**config.mk**
```make
export PLATFORM = sky130hd
export DESIGN_NAME = point_in_figures_hit_test_top
export DESIGN_NICKNAME = d
export VERILOG_FILES = /design/src/rtl/core/pih_pkg.sv /design/src/rtl/core/pih_fig_mem.sv /design/src/rtl/core/pih_arith.sv /design/src/rtl/core/point_in_figures_hit_test_top.sv
export SDC_FILE = /design/constraint.sdc
export NUM_CORES = 2
export LEC_CHECK = 0
export BUFFER_PORTS_ARGS = -buffer_cell sky130_fd_sc_hd__buf_4
export CORE_UTILIZATION = 65
export DETAILED_ROUTE_END_ITERATION = 16
export GPL_TIMING_DRIVEN = 0
export PLACE_DENSITY_LB_ADDON = 0.05
export SLEW_MARGIN = 10
export SYNTH_ARGS = -nofsm -noshare
export SYNTH_HDL_FRONTEND = slang
export SYNTH_HIERARCHICAL = 1
export SYNTH_SLANG_ARGS = --single-unit
```
**constraint.sdc**
```tcl
create_clock -name aclk -period 17.65 [get_ports aclk]
set_input_delay 2.6475 -clock aclk [delete_from_list [all_inputs] [get_ports aclk]]
set_output_delay 2.6475 -clock aclk [all_outputs]
set_load 0.01 [all_outputs]
```
**src/rtl/core/pih_pkg.sv**
```systemverilog
// shared constants, codes and types of the point-in-figures hit test
package pih_pkg;

    localparam int MAX_FIGURES_DEF = 16;
    localparam int COORD_WIDTH_DEF = 24;

    localparam int RESULT_CAP  = 16;
    localparam int HIT_CNT_W   = $clog2(RESULT_CAP + 1);
    localparam int POINT_W     = 16;
    localparam int FIG_IDX_W   = 4;
    localparam int MODE_W      = 2;

    localparam logic [MODE_W-1:0] MODE_RECT   = 2'd0;
    localparam logic [MODE_W-1:0] MODE_CIRCLE = 2'd1;
    localparam logic [MODE_W-1:0] MODE_QUERY  = 2'd2;

    typedef enum logic [1:0] {
        OP_DX = 2'd0,
        OP_DY = 2'd1,
        OP_R  = 2'd2
    } op_sel_t;

    typedef struct packed {
        logic    capture;
        logic    mul_en;
        op_sel_t op_sel;
        logic    sum_load;
        logic    sum_add;
    } arith_ctl_t;

endpackage

```
**src/rtl/core/pih_fig_mem.sv**
```systemverilog
// figure table: one write port, one registered read port
module pih_fig_mem #(
    parameter int DEPTH  = pih_pkg::MAX_FIGURES_DEF,
    parameter int ADDR_W = 4,
    parameter int DATA_W = 4 * pih_pkg::COORD_WIDTH_DEF + 1
) (
    input  logic              aclk,
    input  logic              wr_en,
    input  logic [ADDR_W-1:0] wr_addr,
    input  logic [DATA_W-1:0] wr_data,
    input  logic              rd_en,
    input  logic [ADDR_W-1:0] rd_addr,
    output logic [DATA_W-1:0] rd_data
);

    logic [DATA_W-1:0] mem [0:DEPTH-1];
    logic [DATA_W-1:0] rd_data_reg;

    always_ff @(posedge aclk) begin
        if (wr_en) begin
            mem[wr_addr] <= wr_data;
        end
    end

    always_ff @(posedge aclk) begin
        if (rd_en) begin
            rd_data_reg <= mem[rd_addr];
        end
    end

    assign rd_data = rd_data_reg;

endmodule

```
**src/rtl/core/pih_arith.sv**
```systemverilog
// shared square-and-accumulate unit for the circle test
module pih_arith #(
    parameter int COORD_WIDTH = pih_pkg::COORD_WIDTH_DEF
) (
    input  logic                          aclk,
    input  pih_pkg::arith_ctl_t           ctl,
    input  logic signed [COORD_WIDTH-1:0] ax,
    input  logic signed [COORD_WIDTH-1:0] ay,
    input  logic signed [COORD_WIDTH-1:0] bx,
    input  logic signed [COORD_WIDTH-1:0] px,
    input  logic signed [COORD_WIDTH-1:0] py,
    output logic                          in_circle
);

    localparam int W      = COORD_WIDTH;
    localparam int PROD_W = 2 * W;
    localparam int SUM_W  = 2 * W + 1;

    logic [W:0]        dx_diff, dx_neg, dy_diff, dy_neg, bx_ext, bx_neg;
    logic [W-1:0]      dx_mag, dy_mag, r_mag;
    logic [W-1:0]      dx_reg, dy_reg, r_reg;
    logic [W-1:0]      mul_op;
    logic [PROD_W-1:0] prod_reg;
    logic [SUM_W-1:0]  sum_reg;

    // absolute differences and radius magnitude
    assign dx_diff = {ax[W-1], ax} - {px[W-1], px};
    assign dy_diff = {ay[W-1], ay} - {py[W-1], py};
    assign bx_ext  = {bx[W-1], bx};
    assign dx_neg  = -dx_diff;
    assign dy_neg  = -dy_diff;
    assign bx_neg  = -bx_ext;
    assign dx_mag  = dx_diff[W] ? dx_neg[W-1:0] : dx_diff[W-1:0];
    assign dy_mag  = dy_diff[W] ? dy_neg[W-1:0] : dy_diff[W-1:0];
    assign r_mag   = bx_ext[W] ? bx_neg[W-1:0] : bx_ext[W-1:0];

    always_comb begin
        case (ctl.op_sel)
            pih_pkg::OP_DX: mul_op = dx_reg;
            pih_pkg::OP_DY: mul_op = dy_reg;
            pih_pkg::OP_R:  mul_op = r_reg;
            default:        mul_op = r_reg;
        endcase
    end

    always_ff @(posedge aclk) begin
        if (ctl.capture) begin
            dx_reg <= dx_mag;
            dy_reg <= dy_mag;
            r_reg  <= r_mag;
        end
        if (ctl.mul_en) begin
            prod_reg <= PROD_W'(mul_op) * PROD_W'(mul_op);
        end
        if (ctl.sum_load) begin
            sum_reg <= {1'b0, prod_reg};
        end else if (ctl.sum_add) begin
            sum_reg <= sum_reg + {1'b0, prod_reg};
        end
    end

    // prod_reg holds r squared when this is read
    assign in_circle = sum_reg < {1'b0, prod_reg};

endmodule

```
**src/rtl/core/point_in_figures_hit_test_top.sv**
```systemverilog
// point-in-figures hit test: figure table, scan sequencer and result register
// Loads (rectangle or circle) fill the table in order; loads past MAX_FIGURES
// are dropped. A query holds s_ready low while it scans the table: a rectangle
// takes a table read and four compares, a circle a table read, difference
// capture, three passes through the one shared multiplier and a compare, and
// each hit a further step to queue its result, longer if m_ready is low. A query
// of an empty table goes straight to its not-found result. The scan time is set
// by the single table read port and the shared multiplier. One result is shown
// per transfer, the last one marked; the result register lets the next item in
// while the final result still waits.
module point_in_figures_hit_test_top #(
    parameter int MAX_FIGURES = pih_pkg::MAX_FIGURES_DEF,
    parameter int COORD_WIDTH = pih_pkg::COORD_WIDTH_DEF
) (
    input  logic                            aclk,
    input  logic                            aresetn,
    input  logic                            s_valid,
    output logic                            s_ready,
    input  logic [pih_pkg::MODE_W-1:0]      s_mode,
    input  logic signed [COORD_WIDTH-1:0]   s_x_a,
    input  logic signed [COORD_WIDTH-1:0]   s_y_a,
    input  logic signed [COORD_WIDTH-1:0]   s_x_b,
    input  logic signed [COORD_WIDTH-1:0]   s_y_b,
    output logic                            m_valid,
    input  logic                            m_ready,
    output logic [pih_pkg::POINT_W-1:0]     m_point_index,
    output logic [pih_pkg::FIG_IDX_W-1:0]   m_figure_index,
    output logic                            m_found,
    output logic                            m_last
);

    localparam int W       = COORD_WIDTH;
    localparam int CNT_W   = $clog2(MAX_FIGURES + 1);
    localparam int ADDR_W  = (MAX_FIGURES > 1) ? $clog2(MAX_FIGURES) : 1;
    localparam int ENTRY_W = 4 * W + 1;
    localparam int HC_W    = pih_pkg::HIT_CNT_W;
    localparam int FI_W    = pih_pkg::FIG_IDX_W;
    localparam int PI_W    = pih_pkg::POINT_W;

    typedef enum logic [8:0] {
        S_IDLE  = 9'b000000001,
        S_FETCH = 9'b000000010,
        S_TEST  = 9'b000000100,
        S_SQ_DX = 9'b000001000,
        S_SQ_DY = 9'b000010000,
        S_SQ_R  = 9'b000100000,
        S_CMP   = 9'b001000000,
        S_PUSH  = 9'b010000000,
        S_DONE  = 9'b100000000
    } state_t;

    state_t              state_reg, state_next;
    logic [CNT_W-1:0]    fig_count_reg, fig_count_next;
    logic [PI_W-1:0]     point_cnt_reg, point_cnt_next;
    logic [CNT_W-1:0]    scan_reg, scan_next;
    logic [HC_W-1:0]     hit_cnt_reg, hit_cnt_next;
    logic signed [W-1:0] px_reg, px_next, py_reg, py_next;
    logic [PI_W-1:0]     idx_reg, idx_next;
    logic                pend_valid_reg, pend_valid_next;
    logic [FI_W-1:0]     pend_fig_reg, pend_fig_next;

    logic                m_valid_reg, m_valid_next;
    logic [PI_W-1:0]     m_point_index_reg, m_point_index_next;
    logic [FI_W-1:0]     m_figure_index_reg, m_figure_index_next;
    logic                m_found_reg, m_found_next;
    logic                m_last_reg, m_last_next;

    logic                in_xfer, load_item, table_full, out_free, scan_last, cap_hit;
    logic                mem_wr_en, mem_rd_en;
    logic [ENTRY_W-1:0]  mem_wr_data, mem_rd_data;
    logic                fig_circle, rect_hit, circ_hit;
    logic signed [W-1:0] f_ax, f_ay, f_bx, f_by;
    logic signed [W-1:0] wr_by;
    logic [CNT_W+FI_W-1:0] scan_ext;
    logic [FI_W-1:0]     scan_fig;
    pih_pkg::arith_ctl_t arith_ctl;

    assign s_ready   = (state_reg == S_IDLE);
    assign in_xfer   = s_valid && s_ready;
    assign load_item = (s_mode == pih_pkg::MODE_RECT) || (s_mode == pih_pkg::MODE_CIRCLE);
    assign table_full = (fig_count_reg >= CNT_W'(MAX_FIGURES));
    assign out_free  = !m_valid_reg || m_ready;
    assign scan_last = ((scan_reg + CNT_W'(1)) == fig_count_reg);
    assign cap_hit   = ((hit_cnt_reg + HC_W'(1)) == HC_W'(pih_pkg::RESULT_CAP));
    assign scan_ext  = {{FI_W{1'b0}}, scan_reg};
    assign scan_fig  = scan_ext[FI_W-1:0];

    // figure table
    assign mem_wr_en   = in_xfer && load_item && !table_full;
    assign wr_by       = (s_mode == pih_pkg::MODE_RECT) ? s_y_b : '0;
    assign mem_wr_data = {(s_mode == pih_pkg::MODE_CIRCLE), s_x_a, s_y_a, s_x_b, wr_by};
    assign mem_rd_en   = (state_reg == S_FETCH);

    pih_fig_mem #(
        .DEPTH  (MAX_FIGURES),
        .ADDR_W (ADDR_W),
        .DATA_W (ENTRY_W)
    ) u_fig_mem (
        .aclk    (aclk),
        .wr_en   (mem_wr_en),
        .wr_addr (fig_count_reg[ADDR_W-1:0]),
        .wr_data (mem_wr_data),
        .rd_en   (mem_rd_en),
        .rd_addr (scan_reg[ADDR_W-1:0]),
        .rd_data (mem_rd_data)
    );

    assign fig_circle = mem_rd_data[ENTRY_W-1];
    assign f_ax       = mem_rd_data[4*W-1:3*W];
    assign f_ay       = mem_rd_data[3*W-1:2*W];
    assign f_bx       = mem_rd_data[2*W-1:W];
    assign f_by       = mem_rd_data[W-1:0];

    assign rect_hit = (px_reg > f_ax) && (px_reg < f_bx) && (py_reg < f_ay) && (py_reg > f_by);

    always_comb begin
        arith_ctl.capture  = 1'b0;
        arith_ctl.mul_en   = 1'b0;
        arith_ctl.op_sel   = pih_pkg::OP_DX;
        arith_ctl.sum_load = 1'b0;
        arith_ctl.sum_add  = 1'b0;
        case (state_reg)
            S_TEST: begin
                arith_ctl.capture = 1'b1;
            end
            S_SQ_DX: begin
                arith_ctl.mul_en = 1'b1;
                arith_ctl.op_sel = pih_pkg::OP_DX;
            end
            S_SQ_DY: begin
                arith_ctl.mul_en   = 1'b1;
                arith_ctl.op_sel   = pih_pkg::OP_DY;
                arith_ctl.sum_load = 1'b1;
            end
            S_SQ_R: begin
                arith_ctl.mul_en  = 1'b1;
                arith_ctl.op_sel  = pih_pkg::OP_R;
                arith_ctl.sum_add = 1'b1;
            end
            default: begin
            end
        endcase
    end

    pih_arith #(
        .COORD_WIDTH (COORD_WIDTH)
    ) u_arith (
        .aclk      (aclk),
        .ctl       (arith_ctl),
        .ax        (f_ax),
        .ay        (f_ay),
        .bx        (f_bx),
        .px        (px_reg),
        .py        (py_reg),
        .in_circle (circ_hit)
    );

    // scan sequencer
    always_comb begin
        state_next          = state_reg;
        fig_count_next      = fig_count_reg;
        point_cnt_next      = point_cnt_reg;
        scan_next           = scan_reg;
        hit_cnt_next        = hit_cnt_reg;
        px_next             = px_reg;
        py_next             = py_reg;
        idx_next            = idx_reg;
        pend_valid_next     = pend_valid_reg;
        pend_fig_next       = pend_fig_reg;
        m_valid_next        = m_valid_reg && !m_ready;
        m_point_index_next  = m_point_index_reg;
        m_figure_index_next = m_figure_index_reg;
        m_found_next        = m_found_reg;
        m_last_next         = m_last_reg;

        case (state_reg)
            S_IDLE: begin
                if (in_xfer) begin
                    case (s_mode)
                        pih_pkg::MODE_RECT, pih_pkg::MODE_CIRCLE: begin
                            if (!table_full) begin
                                fig_count_next = fig_count_reg + CNT_W'(1);
                            end
                        end
                        pih_pkg::MODE_QUERY: begin
                            px_next         = s_x_a;
                            py_next         = s_y_a;
                            idx_next        = point_cnt_reg;
                            point_cnt_next  = point_cnt_reg + PI_W'(1);
                            scan_next       = '0;
                            hit_cnt_next    = '0;
                            pend_valid_next = 1'b0;
                            state_next = (fig_count_reg == '0) ? S_DONE : S_FETCH;
                        end
                        default: begin
                        end
                    endcase
                end
            end
            S_FETCH: begin
                state_next = S_TEST;
            end
            S_TEST: begin
                if (fig_circle) begin
                    state_next = S_SQ_DX;
                end else if (rect_hit) begin
                    state_next = S_PUSH;
                end else if (scan_last) begin
                    state_next = S_DONE;
                end else begin
                    scan_next  = scan_reg + CNT_W'(1);
                    state_next = S_FETCH;
                end
            end
            S_SQ_DX: begin
                state_next = S_SQ_DY;
            end
            S_SQ_DY: begin
                state_next = S_SQ_R;
            end
            S_SQ_R: begin
                state_next = S_CMP;
            end
            S_CMP: begin
                if (circ_hit) begin
                    state_next = S_PUSH;
                end else if (scan_last) begin
                    state_next = S_DONE;
                end else begin
                    scan_next  = scan_reg + CNT_W'(1);
                    state_next = S_FETCH;
                end
            end
            S_PUSH: begin
                // previous hit goes out once this one proves it was not last
                if (!pend_valid_reg || out_free) begin
                    if (pend_valid_reg) begin
                        m_valid_next        = 1'b1;
                        m_point_index_next  = idx_reg;
                        m_figure_index_next = pend_fig_reg;
                        m_found_next        = 1'b1;
                        m_last_next         = 1'b0;
                    end
                    pend_valid_next = 1'b1;
                    pend_fig_next   = scan_fig;
                    hit_cnt_next    = hit_cnt_reg + HC_W'(1);
                    if (scan_last || cap_hit) begin
                        state_next = S_DONE;
                    end else begin
                        scan_next  = scan_reg + CNT_W'(1);
                        state_next = S_FETCH;
                    end
                end
            end
            S_DONE: begin
                if (out_free) begin
                    m_valid_next        = 1'b1;
                    m_point_index_next  = idx_reg;
                    m_figure_index_next = pend_valid_reg ? pend_fig_reg : '0;
                    m_found_next        = pend_valid_reg;
                    m_last_next         = 1'b1;
                    pend_valid_next     = 1'b0;
                    state_next          = S_IDLE;
                end
            end
            default: begin
                state_next = S_IDLE;
            end
        endcase
    end

    always_ff @(posedge aclk) begin
        if (!aresetn) begin
            state_reg      <= S_IDLE;
            fig_count_reg  <= '0;
            point_cnt_reg  <= '0;
            pend_valid_reg <= 1'b0;
            m_valid_reg    <= 1'b0;
        end else begin
            state_reg      <= state_next;
            fig_count_reg  <= fig_count_next;
            point_cnt_reg  <= point_cnt_next;
            pend_valid_reg <= pend_valid_next;
            m_valid_reg    <= m_valid_next;
        end
    end

    always_ff @(posedge aclk) begin
        scan_reg           <= scan_next;
        hit_cnt_reg        <= hit_cnt_next;
        px_reg             <= px_next;
        py_reg             <= py_next;
        idx_reg            <= idx_next;
        pend_fig_reg       <= pend_fig_next;
        m_point_index_reg  <= m_point_index_next;
        m_figure_index_reg <= m_figure_index_next;
        m_found_reg        <= m_found_next;
        m_last_reg         <= m_last_next;
    end

    assign m_valid        = m_valid_reg;
    assign m_point_index  = m_point_index_reg;
    assign m_figure_index = m_figure_index_reg;
    assign m_found        = m_found_reg;
    assign m_last         = m_last_reg;

endmodule

```
==> results.ini <==
[setup_path]
cp-endpoint=u_arith/prod_reg[46]$_DFFE_PP_
cp_slowest_stage_delay_ns=1.06
ff2ff_path_depth=33
critPathMaxFanout=10
required_ns=18.23
cp-end-kind=flip-flop
start_kind=flip-flop
path_common_cell=fa_1
crit_slowest_cell=o21ai_1
worst-setup-path-type=reg -> reg
reg2reg_slack_ns=5.31
r2r_start=state_reg[7]$_SDFFE_PN0P_
cp-startpoint=state_reg[7]$_SDFFE_PN0P_
reg2reg_to=u_arith/prod_reg[46]$_DFFE_PP_
cp.arrival_ns=12.92

[yosys]
synthCells=6545
synth_ff_type=edfxtp_1
synth_enable_flop_cells=1916
syn_nets=7497
ys_ff_latch=1949
syn_area_per_cell_sq_um=15.1
synth_cell_types=101
syn-cell-area_sq_um=98600
async_reset_ff_share_pct=0
ys_seq_area_share_pct=59.0
yosys_warnings=6

[clocking]
clock_sinks=1949
clock_latency_ns=0.84
path_clk_slew_ns=0.06
ctsHoldBuffers=0
cts.htree.levels=4
post-cts-setup-buffers=0
cts_tree=yes
cts-root-buf=clkbuf_16
numCtsBuffers=190
ctsResizeCount=0
clk_path_buf_depth=3

[final_layout]
regArea_sq_um=58200
finalNetCount=7958
final_util_pct=73.6
drive_above_1_share_pct=14.6
fillers=9314
fin_cells=9188
final_common_cell=edfxtp_1
layout_common_cells=1916 x edfxtp_1, 900 x inv_1, 435 x fa_1, 415 x ha_1, 410 x nand2_1
largest_reg_flops=1552
syn_to_final_growth_pct=12.1
multiInputGateArea_sq_um=36100

[sta]
period_minus_slack_ns=12.34
rsz0062_at_grt=false
setup_violations=0
skew_ns=0.0896
setup_tns_ns=0
maxSlewHeadroom_pct=5.89
fin_crit_sh_pct=69.9
setup_slack_ns=5.31
worst_pin_slew_ns=1.40
slew_violations=0
timing.fmax_mhz=81.0
final-hold-violation-count=0
whs_ns=0.418

[placement]
io_buffers=125
dp_cells=8830
place_ws_ns=5.34
dp_hpwl_um=182000
gp_congestion=0.938

[global_routing]
antenna_found_initial=16
first_global_vias=59400
grt_pass1_wl_um=377000
grt.total_usage_pct=34.2
grt_max_degree=49
grt_overflow_total=0

[detailed_routing]
drc=0
wire_per_inst_um=28.0
via_per_inst=6.34
final_antenna_net_count=0
num_vias=58200
first_pass_iters=6
routed_wl_um=257000
first_iter_violations=5806

[die]
dieArea_sq_um=153000
core-area_sq_um=150000
die_y_um=391
rows=142
dieWidth_um=391
ios=126
initial_utilization_pct=65.7

[power_and_ir_drop]
power.leakage_uw=0.0415
vdd_drop_max_mv=0.118
p_per_area_nw_per_um2=106

[run_status]
status=finished, final reports clean

[run]
drv_cap=0

[hold_path]
hold_class=reg -> reg
min_from=idx_reg[3]$_DFFE_PP_

-- routing by layer --
metal / vias to the layer above / GRT usage, % / share of wire (%)
li1: 24900 / - / -
met1: 29600 / 44.2 / 36
met2: 3116 / 56.5 / 49
met3: 638 / 6.21 / 9.0
met4: 12 / 16.1 / 5.2
met5: - / 0 / 0.031
-- power by group --
group / switching [uW] / internal, uW
combinational: 1460 / 981
clock: 1760 / 2240
sequential: 55.9 / 5240
total: 3280 / 8460
-- logic make-up after synthesis --
logic type	share of synthesized area [%]
buffers and inverters	4.52
AO/OA/AOI/OAI	6.00
XOR/XNOR	1.96
multiplexers	9.24
adder cells (fa/ha/maj)	14.1
flip-flops	59.0
AND/OR/NAND/NOR	5.13
-- per-stage QoR --
stage	cell area [sq um]	power, uW
after floorplan	98600	6930
after CTS	110000	11800
final	111000	11700
after global routing	110000	12100
after detailed placement	104000	7780
after global placement	102000	7740
-- how the worst min path moves through the flow --
stage	depth (start not counted)	to
detailed placement	0	m_point_index[3]$_DFFE_PP_
CTS	0	m_point_index[3]$_DFFE_PP_
finish	0	m_point_index[3]$_DFFE_PP_
floorplan	0	m_point_index[0]$_DFFE_PP_
global placement	0	m_point_index[5]$_DFFE_PP_
global route	0	m_point_index[2]$_DFFE_PP_
-- synthesized netlist by cell type (13+ instances only) --
| library cell | instances | area, sq um |
|---|---|---|
| xnor2_1 | 173 | 1520 |
| nor2_1 | 277 | 1040 |
| nand2_1 | 410 | 1540 |
| o21ai_1 | 14 | 70.1 |
| buf_4 | 25 | 188 |
| nand2b_1 | 24 | 150 |
| nand3_1 | 49 | 245 |
| clkbuf_1 | 152 | 571 |
| o31ai_1 | 22 | 165 |
| inv_1 | 900 | 3380 |
| a22oi_1 | 196 | 1470 |
| and3_1 | 18 | 113 |
| or3_1 | 21 | 131 |
| buf_2 | 24 | 120 |
| ha_1 | 415 | 5190 |
| nor3_1 | 44 | 220 |
| edfxtp_1 | 1916 | 57500 |
| xor2_1 | 48 | 420 |
| fa_1 | 435 | 8710 |
| o21ai_0 | 163 | 816 |
| dfxtp_1 | 33 | 661 |
| mux4_2 | 388 | 8740 |
| buf_1 | 31 | 116 |
| a31oi_1 | 26 | 163 |
| a21o_1 | 67 | 503 |
| o211ai_1 | 13 | 97.6 |
| nor4_1 | 16 | 100 |
| o21bai_1 | 27 | 203 |
| and2_1 | 51 | 319 |
| o21a_1 | 35 | 263 |
| nand4_1 | 43 | 269 |
| a21oi_1 | 195 | 976 |
| nor2b_1 | 37 | 231 |
| mux2i_1 | 32 | 320 |
-- worst max-delay path, delay by kind of cell (launching register included) --
kind	cells	cell delay, ns
AND/OR/NAND/NOR	6	2.10
flip-flops	1	0.30
AO/OA/AOI/OAI	8	2.93
buffers and inverters	9	2.26
adder cells (fa/ha/maj)	8	4.07
XOR/XNOR	1	0.25
multiplexers	1	0.16
-- layout make-up --
class	instances	share of cell area (%)
Multi-Input combinational cell	3450	32.6
Clock buffer	237	4.50
Tap cell	2016	2.28
Inverter	909	3.09
Antenna cell	10	0.0226
Buffer	237	0.945
Timing Repair Buffer	269	2.77
Clock inverter	111	1.08
Sequential cell	1949	52.7
(Power assumes the default switching activity.)
